===== src/hcsg_pkg.sv =====
// shared constants, widths and arctangent table for the chirp sample generator
`default_nettype none
package hcsg_pkg;
    localparam int unsigned MAX_SAMPLES_DEF = 8192;
    localparam int unsigned PHASE_BITS_DEF  = 32;
    localparam int unsigned SAMPLE_BITS_DEF = 16;

    localparam int unsigned CORDIC_STEPS = 24;
    localparam int unsigned CW           = 34;   // cordic datapath width
    localparam logic [31:0] CORDIC_GAIN  = 32'd2608131496;

    localparam int unsigned CFG_AW = 3;
    localparam int unsigned CFG_DW = 32;

    typedef enum logic [CFG_AW-1:0] {
        CFG_CHIRP_COEF  = 3'd0,
        CFG_HALF_WINDOW = 3'd1,
        CFG_CARRIER_ON  = 3'd2,
        CFG_AMPLITUDE   = 3'd3
    } t_cfg_idx;

    typedef struct packed {
        logic [31:0] chirp_coef;
        logic [12:0] half_window;
        logic        carrier_on;
        logic [14:0] amplitude;
    } t_cfg;

    typedef struct packed {
        logic signed [CW-1:0] x;
        logic signed [CW-1:0] y;
        logic signed [CW-1:0] z;
        logic                 win;
        logic                 valid;
    } t_rot;

    function automatic logic signed [CW-1:0] atan_turns(input int unsigned k);
        logic [31:0] v;
        unique case (k)
            0:  v = 32'd536870912;
            1:  v = 32'd316933406;
            2:  v = 32'd167458907;
            3:  v = 32'd85004756;
            4:  v = 32'd42667331;
            5:  v = 32'd21354465;
            6:  v = 32'd10680862;
            7:  v = 32'd5340245;
            8:  v = 32'd2670163;
            9:  v = 32'd1335087;
            10: v = 32'd667544;
            11: v = 32'd333772;
            12: v = 32'd166886;
            13: v = 32'd83443;
            14: v = 32'd41722;
            15: v = 32'd20861;
            16: v = 32'd10430;
            17: v = 32'd5215;
            18: v = 32'd2608;
            19: v = 32'd1304;
            20: v = 32'd652;
            21: v = 32'd326;
            22: v = 32'd163;
            23: v = 32'd81;
            default: v = 32'd0;
        endcase
        return $signed({{(CW-32){1'b0}}, v});
    endfunction
endpackage
`default_nettype wire


===== src/hcsg_cordic_cell.sv =====
// one rotation step of the cordic chain
`default_nettype none
module hcsg_cordic_cell #(
    parameter int unsigned STEP = 0
) (
    input  wire logic           i_clk,
    input  wire logic           i_rst_n,
    input  wire logic           i_en,
    input  wire hcsg_pkg::t_rot i_rot,
    output hcsg_pkg::t_rot      o_rot
);
    import hcsg_pkg::*;

    localparam logic signed [CW-1:0] ANGLE = atan_turns(STEP);

    t_rot r_rot, n_rot;
    logic signed [CW-1:0] dx, dy;

    always_comb begin
        dx    = i_rot.y >>> STEP;
        dy    = i_rot.x >>> STEP;
        n_rot = i_rot;
        if (!i_rot.z[CW-1]) begin
            n_rot.x = i_rot.x - dx;
            n_rot.y = i_rot.y + dy;
            n_rot.z = i_rot.z - ANGLE;
        end else begin
            n_rot.x = i_rot.x + dx;
            n_rot.y = i_rot.y - dy;
            n_rot.z = i_rot.z + ANGLE;
        end
    end

    always_ff @(posedge i_clk) begin
        if (!i_rst_n) begin
            r_rot.valid <= 1'b0;
        end else if (i_en) begin
            r_rot.valid <= n_rot.valid;
        end
        if (i_en) begin
            r_rot.x   <= n_rot.x;
            r_rot.y   <= n_rot.y;
            r_rot.z   <= n_rot.z;
            r_rot.win <= n_rot.win;
        end
    end

    assign o_rot = r_rot;
endmodule
`default_nettype wire


===== config.mk =====
export PLATFORM = sky130hd
export DESIGN_NAME = hcsg_cordic_cell
export DESIGN_NICKNAME = d
export VERILOG_FILES = /design/src/hcsg_pkg.sv /design/src/hcsg_cordic_cell.sv
export SDC_FILE = /design/constraint.sdc
export NUM_CORES = 1
export LEC_CHECK = 0
export ABC_CLOCK_PERIOD_IN_PS = 4700
export BUFFER_PORTS_ARGS = -buffer_cell sky130_fd_sc_hd__buf_4
export CORE_ASPECT_RATIO = 0.6
export CORE_UTILIZATION = 45
export CTS_BUF_LIST = sky130_fd_sc_hd__clkbuf_8
export CTS_CLUSTER_SIZE = 10
export DETAILED_ROUTE_END_ITERATION = 7
export PLACE_DENSITY = 0.69
export SLEW_MARGIN = 25
export SYNTH_ARGS = -nofsm -noshare
export SYNTH_HDL_FRONTEND = slang
export SYNTH_SLANG_ARGS = --single-unit

===== constraint.sdc =====
create_clock -name i_clk -period 4.7 [get_ports i_clk]
set_input_delay 0.94 -clock i_clk [delete_from_list [all_inputs] [get_ports i_clk]]
set_output_delay 0.94 -clock i_clk [all_outputs]
set_load 0.03 [all_outputs]

## After elaboration in Yosys (flattened, before gate mapping)

Cells that the tools add are included.

- Add/subtract/negate cells: 5
- Muxes and demuxes: 1

Operators by type and width:

| kind | number |
|---|---|
| $mux W102 | 1 |
| $sub A34 B34 Y34 | 2 |
| $add A34 B31 Y34 const B | 1 |
| $add A34 B34 Y34 | 1 |
| $sub A34 B31 Y34 const B | 1 |

- Bits in registers: 104
- Input bits: 107
- Output and inout bits: 104
- Logic and storage cells: 11

## Logic depth before layout (Yosys ltp)

- Depth in word-level cells: 2
- Depth in mapped cells: 12
- Mapped depth without buffers: 12

## Worst setup path after synthesis

OpenSTA, ideal clock, no wires.

- Path type: input to register
- From: input port i_rot[36] (netlist name)
- To: register r_rot, in the netlist o_rot[102] (data pin)
- Setup time: 0.264 ns
- Arrival: 3.123 ns
- Data required time: 4.436 ns
- Path slack: 1.313 ns
- Stages on the path: 11
- Cells stage by stage: ha_1 -> fa_1 -> nor3b_1 -> o311ai_1 -> nand2_1 -> and3_1 -> nor2_2 -> o31ai_4 -> a311o_1 -> a211oi_2 -> xor2_1

RTL lines:

| element | line | RTL |
|---|---|---|
| from (decl) | hcsg_cordic_cell.sv:9 | `input wire hcsg_pkg::t_rot i_rot,` |
| to (decl) | hcsg_cordic_cell.sv:16 | `t_rot r_rot, n_rot;` |

==> impl_metrics.env <==
export IMPL_status="finished clean"
export IMPL_synth_top_family_by_area="compound AO/OA/AOI/OAI gates"
export IMPL_place_hpwl_um=28700
export IMPL_crit_start="i_rot[44]"
export IMPL_cts_setup_buffers=0
export IMPL_fmax_mhz=240.5
export IMPL_grt_max_degree=75
export IMPL_powerDensity_mw_per_mm2=297.8
export IMPL_rows=39
export IMPL_timing_critical_path_mode_cell="buf_4"
export IMPL_finalSetupTns_ns=0
export IMPL_worstHoldPathType="flip-flop to flip-flop"
export IMPL_slowest_delay_ns=0.61
export IMPL_crit_type="input port to flip-flop"
export IMPL_synthAdderAreaFrac_pct=14.93
export IMPL_period_needed_ns=4.158
export IMPL_post_drt_wl_per_cell_um=22.93
export IMPL_critPathCapture="o_rot[68]$_DFFE_PP_"
export IMPL_cp_arrival_ns=4.27
export IMPL_skew_ns=0
export IMPL_cts_buffers=9
export IMPL_rsz0062_at_grt="no"
export IMPL_clk_latency_ns=0.36
export IMPL_path_cells="buf_4, inv_1, ha_1, buf_4, nor4_1, o21ai_0, nand2_1, and3_1, nor2_2, o31ai_4, a211oi_1, o311ai_1, xnor2_1"
export IMPL_grt_pass1_wl_um=49610
export IMPL_final_cells=1484
export IMPL_routed_via_density=5.946
export IMPL_htreeDepth=3
export IMPL_netlist_area_mm2=0.009086
export IMPL_vias=8824
export IMPL_initial_core_util_pct=46.90
export IMPL_crit_fanout=8
export IMPL_nets=1426
export IMPL_clock_sinks=103
export IMPL_gp_congestion=1.031
export IMPL_synth_nets=1226
export IMPL_reg2reg_depth=2
export IMPL_synthMuxAreaShare_pct=2.093
export IMPL_io_buffers=210
export IMPL_drive_gt1_share_pct=22.41
export IMPL_r2r_end="o_rot[0]$_SDFFE_PN0P_"
export IMPL_grt_pass1_vias=7802
export IMPL_die_area_mm2=0.02078
export IMPL_placed_cell_area_mm2=0.01098
export IMPL_worst_setup_path_end_kind="flip-flop"
export IMPL_power_leakage_nw=4.909
export IMPL_synth_seq_cells=103
export IMPL_slew_violations=0
export IMPL_cts_tree="done"
export IMPL_final_core_util_pct=57.59
export IMPL_ioPinCount=211
export IMPL_synth_simple_area_share_pct=12.38
export IMPL_max_slew_margin_pct=38.93
export IMPL_area_delta_synth_final_pct=22.79
export IMPL_track_usage_pct=32.47
export IMPL_setup_viol=0
export IMPL_antenna_found_initial=3
export IMPL_hp_start="o_rot[0]$_SDFFE_PN0P_"
export IMPL_async_reset_ff_share_pct=0
export IMPL_syn_area_per_cell_um2=8.970
export IMPL_drc_errors=0
export IMPL_die_width_um=185.4
export IMPL_critical_path_slowest_cell="nor4_1"
export IMPL_postRouteWirelength_um=34030
export IMPL_num_antenna_cells=0
export IMPL_fin_crit_sh_pct=88.46
export IMPL_ant_nets=0
export IMPL_core_mm2=0.01937
export IMPL_worst_ep_required_time_ns=4.81
export IMPL_initialDrtViolationCount=1292
export IMPL_yosysSeqAreaShare_pct=33.93
export IMPL_hold_buffers=0
export IMPL_dp_cells=1468
export IMPL_gr_total_overflow=0
export IMPL_r2r_start="o_rot[0]$_SDFFE_PN0P_"
export IMPL_synth_xor_area_share_pct=6.458
export IMPL_synth_compound_area_share_pct=23.59
export IMPL_drtPass1Iterations=5
export IMPL_clockBufferDepth=2
export IMPL_final_area_mm2=0.01116
export IMPL_synth_edf_count=102
export IMPL_r2r_slack_ns=4.10
export IMPL_hold_viol_final=0
export IMPL_root_buffer="clkbuf_8"
export IMPL_clkTransAtPathRegs_ns=0.10
export IMPL_synth_cell_types=81
export IMPL_syn_inst=1013
export IMPL_maxCapViolCount=0
export IMPL_yosys_most_used_dff="edfxtp_1"
export IMPL_fp_dieH_um=112.1
export IMPL_startpoint_type="input port"
export IMPL_largest_reg_flops=103
export IMPL_peakVddDrop_v=0.0001497
export IMPL_cts_resized=0
export IMPL_tightestPinTransition_ns=0.9161
export IMPL_yosys_warnings=0
==> layer usage <==
metal	wire (um)	GRT usage (%)	vias up
met4	205	4.628	0
li1	-	-	4045
met1	16950	54.96	4117
met2	10780	34.68	647
met5	0	0	-
met3	6099	15.09	15
==> synthesized netlist by cell type, types with 7 or more instances <==
master / count / share of area [%]
buf_2: 16 / 0.88
o31ai_1: 14 / 1.2
nand4_1: 14 / 0.96
o21ai_1: 18 / 0.99
ha_1: 102 / 14
a211oi_1: 14 / 1.2
inv_2: 9 / 0.37
o21ai_0: 60 / 3.3
xor2_1: 8 / 0.77
nor2_1: 70 / 2.9
nor3_1: 22 / 1.2
nor4_1: 11 / 0.76
o21a_1: 9 / 0.74
a31oi_1: 8 / 0.55
a21o_1: 17 / 1.4
xnor2_1: 59 / 5.7
inv_1: 93 / 3.8
nand3_1: 12 / 0.66
edfxtp_1: 102 / 34
clkbuf_1: 21 / 0.87
o21bai_1: 22 / 1.8
o211ai_1: 7 / 0.58
nand2_1: 53 / 2.2
a21oi_1: 113 / 6.2
mux2i_1: 19 / 2.1
nor2b_1: 12 / 0.83
==> cell usage in the layout, fill, tap and decap left out, types with 8 or more instances in the layout <==
cell,count
a211oi_1,14
a21o_1,17
a21oi_1,113
a31oi_1,8
buf_4,235
clkbuf_8,9
edfxtp_1,102
ha_1,102
inv_1,94
inv_2,9
mux2i_1,19
nand2_1,53
nand3_1,12
nand4_1,14
nor2_1,70
nor2b_1,12
nor3_1,22
nor4_1,11
o21a_1,9
o21ai_0,60
o21ai_1,18
o21bai_1,22
o31ai_1,14
xnor2_1,59
xor2_1,8
==> worst max-delay path: cells and delay by family <==
kind | cells | cell delay [ns]
adders and majority gates | 1 | 0.39
xor gates and xnor gates | 1 | 0.14
AOI/OAI and AO/OA | 4 | 1.24
buffers and inverters | 3 | 0.36
and+or+nand+nor | 4 | 1.19
==> through the flow <==
stage | power [mW] | hold slack, ns | worst slack, ns
after global routing | 3.462 | 0.5741 | 0.4259
after CTS | 3.287 | 0.5404 | 0.7906
final | 3.323 | 0.5387 | 0.5422
after floorplan | 2.150 | 0.6404 | 1.313
after detailed placement | 2.777 | 0.5180 | 0.4133
after global placement | 2.786 | 0.5032 | 0.2362
==> logic make-up (layout without fill, tap and decap cells) <==
kind of cell | Yosys count | in the layout
AOI/OAI and AO/OA | 336 | 336
adders and majority gates | 106 | 106
DFF | 103 | 103
xor gates and xnor gates | 67 | 67
muxes | 19 | 19
and+or+nand+nor | 231 | 231
buffers and inverters | 151 | 356
==> power by group <==
part / internal (mW) / switching, mW
Sequential: 1.18 / 0.0393
Combinational: 0.547 / 1.04
Clock: 0.199 / 0.315
==> how the worst min path moves through the flow <==
| stage | cells past startpoint | slack (ns) | to |
|---|---|---|---|
| floorplan | 2 | 0.64 | o_rot[0]$_SDFFE_PN0P_ |
| global route | 2 | 0.57 | o_rot[0]$_SDFFE_PN0P_ |
| detailed placement | 2 | 0.52 | o_rot[0]$_SDFFE_PN0P_ |
| CTS | 2 | 0.54 | o_rot[0]$_SDFFE_PN0P_ |
| global placement | 2 | 0.50 | o_rot[0]$_SDFFE_PN0P_ |
| finish | 2 | 0.54 | o_rot[0]$_SDFFE_PN0P_ |
==> cell type report <==
class	count	area, um2
fillers	1747	8215
multi-input cells	759	5401
flip-flops and latches	103	3083
repair buffers	235	1764
inverters	105	394.1
well taps	266	332.8
clock buffers	9	123.9
clock inverters	7	57.56
No activity file was read; power rests on OpenSTA's default activity.
