--- config.mk ---
export PLATFORM = sky130hd
export DESIGN_NAME = hcsg_phase
export DESIGN_NICKNAME = d
export VERILOG_FILES = /design/src/hcsg_pkg.sv /design/src/hcsg_phase.sv
export SDC_FILE = /design/constraint.sdc
export NUM_CORES = 2
export LEC_CHECK = 0
export BUFFER_PORTS_ARGS = -buffer_cell sky130_fd_sc_hd__buf_4
export CAP_MARGIN = 5
export CORE_MARGIN = 2
export CORE_UTILIZATION = 50
export CTS_CLUSTER_SIZE = 25
export DETAILED_ROUTE_END_ITERATION = 12
export PLACE_DENSITY = 0.77
export SETUP_SLACK_MARGIN = 0.4
export SLEW_MARGIN = 10
export SYNTH_ARGS = -nofsm -noshare
export SYNTH_HDL_FRONTEND = slang
export SYNTH_SLANG_ARGS = --single-unit
--- constraint.sdc ---
create_clock -name i_clk -period 8.2 [get_ports i_clk]
set_input_delay 0.82 -clock i_clk [delete_from_list [all_inputs] [get_ports i_clk]]
set_output_delay 0.82 -clock i_clk [all_outputs]
set_load 0.01 [all_outputs]
--- src/hcsg_pkg.sv ---
// shared constants, widths and arctangent table for the chirp sample generator
`default_nettype none
package hcsg_pkg;
    localparam int unsigned MAX_SAMPLES_DEF = 8192;
    localparam int unsigned PHASE_BITS_DEF  = 32;
    localparam int unsigned SAMPLE_BITS_DEF = 16;

    localparam int unsigned CORDIC_STEPS = 24;
    localparam int unsigned CW           = 34;   // cordic datapath width
    localparam logic [31:0] CORDIC_GAIN  = 32'd2608131496;

    localparam int unsigned CFG_AW = 3;
    localparam int unsigned CFG_DW = 32;

    typedef enum logic [CFG_AW-1:0] {
        CFG_CHIRP_COEF  = 3'd0,
        CFG_HALF_WINDOW = 3'd1,
        CFG_CARRIER_ON  = 3'd2,
        CFG_AMPLITUDE   = 3'd3
    } t_cfg_idx;

    typedef struct packed {
        logic [31:0] chirp_coef;
        logic [12:0] half_window;
        logic        carrier_on;
        logic [14:0] amplitude;
    } t_cfg;

    typedef struct packed {
        logic signed [CW-1:0] x;
        logic signed [CW-1:0] y;
        logic signed [CW-1:0] z;
        logic                 win;
        logic                 valid;
    } t_rot;

    function automatic logic signed [CW-1:0] atan_turns(input int unsigned k);
        logic [31:0] v;
        unique case (k)
            0:  v = 32'd536870912;
            1:  v = 32'd316933406;
            2:  v = 32'd167458907;
            3:  v = 32'd85004756;
            4:  v = 32'd42667331;
            5:  v = 32'd21354465;
            6:  v = 32'd10680862;
            7:  v = 32'd5340245;
            8:  v = 32'd2670163;
            9:  v = 32'd1335087;
            10: v = 32'd667544;
            11: v = 32'd333772;
            12: v = 32'd166886;
            13: v = 32'd83443;
            14: v = 32'd41722;
            15: v = 32'd20861;
            16: v = 32'd10430;
            17: v = 32'd5215;
            18: v = 32'd2608;
            19: v = 32'd1304;
            20: v = 32'd652;
            21: v = 32'd326;
            22: v = 32'd163;
            23: v = 32'd81;
            default: v = 32'd0;
        endcase
        return $signed({{(CW-32){1'b0}}, v});
    endfunction
endpackage
`default_nettype wire

--- src/hcsg_phase.sv ---
// window test and chirp phase accumulation pipeline, four stages
`default_nettype none
module hcsg_phase #(
    parameter int unsigned MAX_SAMPLES = hcsg_pkg::MAX_SAMPLES_DEF,
    parameter int unsigned PHASE_BITS  = hcsg_pkg::PHASE_BITS_DEF
) (
    input  wire logic           i_clk,
    input  wire logic           i_rst_n,
    input  wire logic           i_en,
    input  wire logic           i_valid,
    input  wire logic [12:0]    i_sample_index,
    input  wire logic [23:0]    i_delay_offset,
    input  wire logic [31:0]    i_carrier_step,
    input  wire logic [31:0]    i_phase_offset,
    input  wire hcsg_pkg::t_cfg i_cfg,
    output logic                o_valid,
    output logic                o_win,
    output logic [31:0]         o_phase
);
    import hcsg_pkg::*;

    localparam bit          IDX_WIDE  = MAX_SAMPLES >= 8192;
    localparam bit          IDX_POW2  = (MAX_SAMPLES & (MAX_SAMPLES - 1)) == 0;
    localparam logic [12:0] IDX_MASK  = 13'(MAX_SAMPLES - 1);
    localparam logic [22:0] IDX_RECIP =
        23'((32'd67108864 + MAX_SAMPLES - 1) / MAX_SAMPLES);
    localparam logic [13:0] IDX_MOD   = 14'(MAX_SAMPLES);
    localparam logic [31:0] PH_MASK = 32'hFFFF_FFFF << (32 - PHASE_BITS);

    logic [12:0]        idx;
    logic [35:0]        idx_prod;
    logic [9:0]         idx_quot;
    logic [23:0]        idx_sub;
    logic [12:0]        idx_rem;
    logic signed [24:0] tau;
    logic [24:0]        atau_w;
    logic [44:0]        ramp_full;

    logic        r1_valid, r1_win;
    logic [23:0] r1_atau;
    logic [31:0] r1_ramp, r1_poff;
    logic        r2_valid, r2_win;
    logic [47:0] r2_sq;
    logic [31:0] r2_lin;
    logic        r3_valid, r3_win;
    logic [47:0] r3_plo;
    logic [23:0] r3_phi;
    logic [31:0] r3_lin;
    logic        r4_valid, r4_win;
    logic [31:0] r4_ph;

    logic [55:0] plo_full;
    logic [47:0] phi_full;
    logic [47:0] sum48;

    always_comb begin
        // remainder by reciprocal multiply when the depth is not a power of two
        idx_prod  = 36'(i_sample_index) * 36'(IDX_RECIP);
        idx_quot  = idx_prod[35:26];
        idx_sub   = 24'(idx_quot) * 24'(IDX_MOD);
        idx_rem   = i_sample_index - idx_sub[12:0];
        if (IDX_WIDE) begin
            idx = i_sample_index;
        end else if (IDX_POW2) begin
            idx = i_sample_index & IDX_MASK;
        end else begin
            idx = idx_rem;
        end
        tau       = $signed({i_delay_offset[23], i_delay_offset})
                  + $signed({4'b0, idx, 8'b0});
        atau_w    = tau[24] ? 25'(-tau) : 25'(tau);
        ramp_full = 45'(i_carrier_step) * 45'(idx);
        plo_full  = 56'(i_cfg.chirp_coef) * 56'(r2_sq[23:0]);
        phi_full  = 48'(i_cfg.chirp_coef[23:0]) * 48'(r2_sq[47:24]);
        sum48     = r3_plo + {r3_phi, 24'b0};
    end

    always_ff @(posedge i_clk) begin
        if (!i_rst_n) begin
            r1_valid <= 1'b0;
            r2_valid <= 1'b0;
            r3_valid <= 1'b0;
            r4_valid <= 1'b0;
        end else if (i_en) begin
            r1_valid <= i_valid;
            r2_valid <= r1_valid;
            r3_valid <= r2_valid;
            r4_valid <= r3_valid;
        end
    end

    always_ff @(posedge i_clk) begin
        if (i_en) begin
            r1_atau <= atau_w[23:0];
            r1_win  <= atau_w <= {4'b0, i_cfg.half_window, 8'b0};
            r1_ramp <= i_cfg.carrier_on ? ramp_full[31:0] : 32'd0;
            r1_poff <= i_phase_offset;
            r2_sq   <= 48'(r1_atau) * 48'(r1_atau);
            r2_lin  <= r1_ramp + r1_poff;
            r2_win  <= r1_win;
            r3_plo  <= plo_full[47:0];
            r3_phi  <= phi_full[23:0];
            r3_lin  <= r2_lin;
            r3_win  <= r2_win;
            r4_ph   <= (sum48[47:16] + r3_lin) & PH_MASK;
            r4_win  <= r3_win;
        end
    end

    assign o_valid = r4_valid;
    assign o_win   = r4_win;
    assign o_phase = r4_ph;
endmodule
`default_nettype wire

======== Word level (Yosys, flattened, before mapping) ========
Cells that the tools add are included.
storage, ports and cells
  input bits .............................. 166
  output and inout port bits .............. 34
  bits in registers ....................... 312
  word-level logic and storage cells ...... 28
operators by class
  multiply operators ...................... 4
  muxes and demuxes ....................... 1
  add/subtract/negate cells ............... 5
  order comparisons ....................... 1
operator list
  kind                            number
  adder 32 bit                    2
  adder 48 bit                    1
  multiplier 24 x 24 -> 48 bit    1
  multiplier 32 x 24 -> 48 bit    1
  multiplier 32 x 13 -> 32 bit    1
  adder 24 x 22 -> 25 bit         1
  <= comparator 25 x 21 -> 1 bit  1
  2-to-1 mux 25 bit               1
  negation 25 bit                 1
  multiplier 24 x 24 -> 24 bit    1

======== Logic depth before layout (Yosys ltp) ========
  depth after elaboration ................. 4
  mapped depth ............................ 28
  depth with buffers taken out ............ 27

======== Worst setup path before layout ========
Ideal clock, no wire load.
  kind .................................... input -> register
  start point ............................. in i_cfg[41] in the netlist's numbering
  end point ............................... reg r3_plo[41], data pin
  cell stages on the path ................. 28
  library setup time ...................... 0.158 ns
  arrival time ............................ 7.315 ns
  required time ........................... 8.042 ns
  path buffers ............................ 2
  setup slack ............................. 0.727 ns
  cells stage by stage .................... clkbuf_1 -> clkbuf_1 -> nand2_1 -> fa_1 -> inv_1 -> fa_1 -> inv_1 -> fa_1 -> inv_1 -> fa_1 -> inv_1 -> fa_1 -> inv_1 -> fa_1 -> inv_1 -> fa_1 -> inv_1 -> ha_1 -> a211oi_1 -> o21ai_1 -> a21oi_1 -> or2_2 -> a31oi_1 -> nor2_1 -> a31oi_1 -> o41ai_2 -> or4b_1 -> o211ai_1
on the way
  cells in the longest elaborated chain, start to end .. 1
RTL lines
  item                          line               source
  from (decl)                   hcsg_phase.sv:15   input wire hcsg_pkg::t_cfg i_cfg,
  multiplier 32 x 24 -> 48 bit  hcsg_phase.sv:73   plo_full = 56'(i_cfg.chirp_coef) * 56'(r2_sq[23:0]);
  named net plo_full[41]        hcsg_phase.sv:52   logic [55:0] plo_full;
  to (signal assigned)          hcsg_phase.sv:101  r3_plo <= plo_full[47:0];
  to (decl)                     hcsg_phase.sv:46   logic [47:0] r3_plo;
The timed path passes the listed nets, and every way through them passes these cells.
A chain may end at the register's enable or synchronous reset.

======== Worst setup path after layout ========
  start point ............................. reg r1_atau[20]
  end point ............................... reg r2_sq[40], data pin
on the way
  cells in the longest elaborated chain, start to end .. 1
RTL lines
  item                          line              source
  from (decl)                   hcsg_phase.sv:40  logic [23:0] r1_atau;
  from (signal assigned)        hcsg_phase.sv:94  r1_atau <= atau_w[23:0];
  multiplier 24 x 24 -> 48 bit  hcsg_phase.sv:98  r2_sq <= 48'(r1_atau) * 48'(r1_atau);
  to (signal assigned)          hcsg_phase.sv:98
  to (decl)                     hcsg_phase.sv:43  logic [47:0] r2_sq;
Every way passes these cells.

==> qor.yml <==
worst-path-max-fanout: 11
grt_util_met1: 0.309
synth_common_cells: "1,796 x inv_1, 1,498 x fa_1, 1,063 x nand2_1"
drtIter0Drc: 3650
status: "completed"
area_growth_pct: 7.98
clk_pin_slew_ns: 0.06
cpPeakStageDelay_ns: 0.66
nNetsFinal: 9830
synth.distinct_cells: 77
grt_max_degree: 130
syn_inst: 7476
crit_top_cell: "fa_1"
syn-num-nets: 9730
std_cell_rows: 137
ant_nets: 0
yosys_warnings: 0
cts_buffer_depth: 3
worstSetupEndpointType: "flip-flop"
syn_area_per_cell_um2: 9.45
max_freq_ghz: 0.133
slowest_stage: "edfxtp_1"
vias_per_cell: 5.36
met2_usage: 0.429
post-route-util: 0.545
ys_ff_latch: 295
final.setup_skew_ns: 0.0314
synth_area_leaders: "fa_1 42%, edfxtp_1 12%, ha_1 10%"
dieArea_um2: 144000
maxCapViolCount: 0
hold_viol: 0
clk_latency_ns: 0.62
gp_congestion: 0.951
slew_violations: 0
wl_per_cell_um: 18.6
use_met3: 0.0396
post-route-period-util: 0.916
fp.dieW_um: 380
synthMostInstantiatedCell: "inv_1"
multi_input_area_um2: 54000
pre_cts_ws_ns: 0.362
track_usage: 0.249
grt_first_pass_wirelength_um: 287000
numPortBuffers: 184
syn_area_um2: 70600
via_count: 50900
grt.overflow.total: 0
cts_tree: "built"
synth_flop_cell: "edfxtp_1"
rsz0062_at_grt: "true"
worstPathCellList: "nand2_1 > fa_1 > inv_1 > fa_1 > fa_1 > inv_1 > fa_1 > inv_1 > fa_1 > fa_1 > inv_1 > fa_1 > inv_1 > ha_1 > a222oi_1 > nand2_1 > a211oi_2 > and2_1 > o31ai_1 > a31oi_2 > o2111ai_1 > a31o_1 > a21oi_1 > xnor2_1"
postLayoutCellArea_um2: 76300
drive_above_1_share: 0.0600
arrival_ns: 7.84
root_buffer: "clkbuf_16"
worst_slack_ns: 0.693
netlist.area_leader.share: 0.424
ys_seq_area_frac: 0.125
cts.sinks: 295
min_period_ns: 7.51
yosys.area.top_type: "fa_1"
dr.pass1.iters: 6
hpwl_um: 143000
post_dp_cell_area_um2: 74300
worst_slew_pin_slew_ns: 1.04
async_flop_share: 0
fill_cells: 12100
final-seq-area_um2: 8820
first_global_vias: 55200
drcViolationCount: 0
grt_busiest_layer: "met2"
crit_type: "flip-flop to flip-flop"
wl_um: 176000
initial_core_util: 0.505
antenna_found_initial: 11
hp-class: "primary input to flip-flop"
worst_setup_path_start_kind: "flip-flop"
setup_viol: 0
core_area_um2: 140000
numCtsBuffers: 36
ioPinCount: 200
cts_htree_levels: 2
setup_tns_ns: 0
slew_headroom: 0.308
synth_edf_count: 291
cp.required_ns: 8.54
die_h_um: 380
## timing repair
action,4_1_cts,5_1_grt
gates resized for setup,0,5
hold buffers,0,0
setup endpoints to repair,5,23
buffers inserted,9,39
## layout make-up
type	instances	area share
multi-input cells	5078	0.708
repair buffers	369	0.0410
diodes	4	0.000131
clock inverters	26	0.00469
inverters	1796	0.0884
well taps	1876	0.0308
clock buffers	38	0.0119
flip-flops and latches	295	0.116
## critical path: cells and delay by family (launching register included)
kind / cells / cell delay [ns]
AO/OA/AOI/OAI: 7 / 1.68
XOR/XNOR: 1 / 0.09
adder cells (fa/ha/maj): 8 / 4.00
buffers and inverters: 5 / 0.30
flip-flops: 1 / 0.66
AND/OR/NAND/NOR: 3 / 0.53
## state kept, by name (all words and copies together) (netlist names)
register	count
o_phase	32
r1_poff	32
o_win	1
r3_win	1
r2_win	1
r3_plo	32
r1_win	1
r2_sq	47
r3_lin	32
r1_atau	24
r1_ramp	32
r3_phi	24
r1_valid	1
r3_valid	1
r2_lin	32
r2_valid	1
o_valid	1
## cells by family after synthesis
logic type                 synth area share
and+or+nand+nor                       0.144
buffers and inverters                 0.112
adders and majority gates             0.529
AOI/OAI and AO/OA                    0.0501
xor gates and xnor gates             0.0392
DFF                                   0.125
muxes                              0.000868
## stage by stage
| step | instances | hold slack (ns) |
|---|---|---|
| 6_report | 9482 | 0.389 |
| 5_1_grt | 9480 | 0.368 |
| 4_1_cts | 9439 | 0.360 |
| 3_5_place_dp | 9366 | 0.405 |
| 3_3_place_gp | 9366 | 0.403 |
| 2_1_floorplan | 7476 | 0.400 |
## worst paths after layout
kind / slack [ns] / start / end / cells past startpoint
max: 0.69 / r1_atau[20] / r2_sq[40] / 24
min: 0.39 / i_phase_offset[30] / r1_poff[30] / 1
max reg2reg: 0.69 / r1_atau[20] / r2_sq[40] / 24
min reg2reg: 0.42 / r2_lin[0] / r3_lin[0] / 0
## routing by layer
layer  wire [µm]  share of wire
met5          97        0.00055
met2       88200           0.50
met3       13200          0.075
met4        8570          0.049
met1       66100           0.38
## placed cells by master (no fill, tap or decap), types with 10 or more instances in the layout
cell type,instances
fa_1,1498
and4_1,10
or3_1,19
nor2_1,172
o21a_1,39
buf_4,340
buf_12,28
and2_1,654
a21o_1,75
and3_1,16
ha_1,590
o21ai_1,10
o31ai_1,10
a211oi_1,18
clkbuf_16,36
xor2_1,83
o211ai_1,10
nand3_1,40
nand4_1,13
edfxtp_1,291
xnor2_1,231
nand2_1,1063
o21ai_0,80
nand2b_1,27
a21oi_1,173
nor2b_1,37
a31oi_1,16
o21bai_1,18
nor3_1,46
inv_1,1796
Power is not shown: default switching activity piles up to over one toggle a cycle in this logic, so the estimate is an artifact.
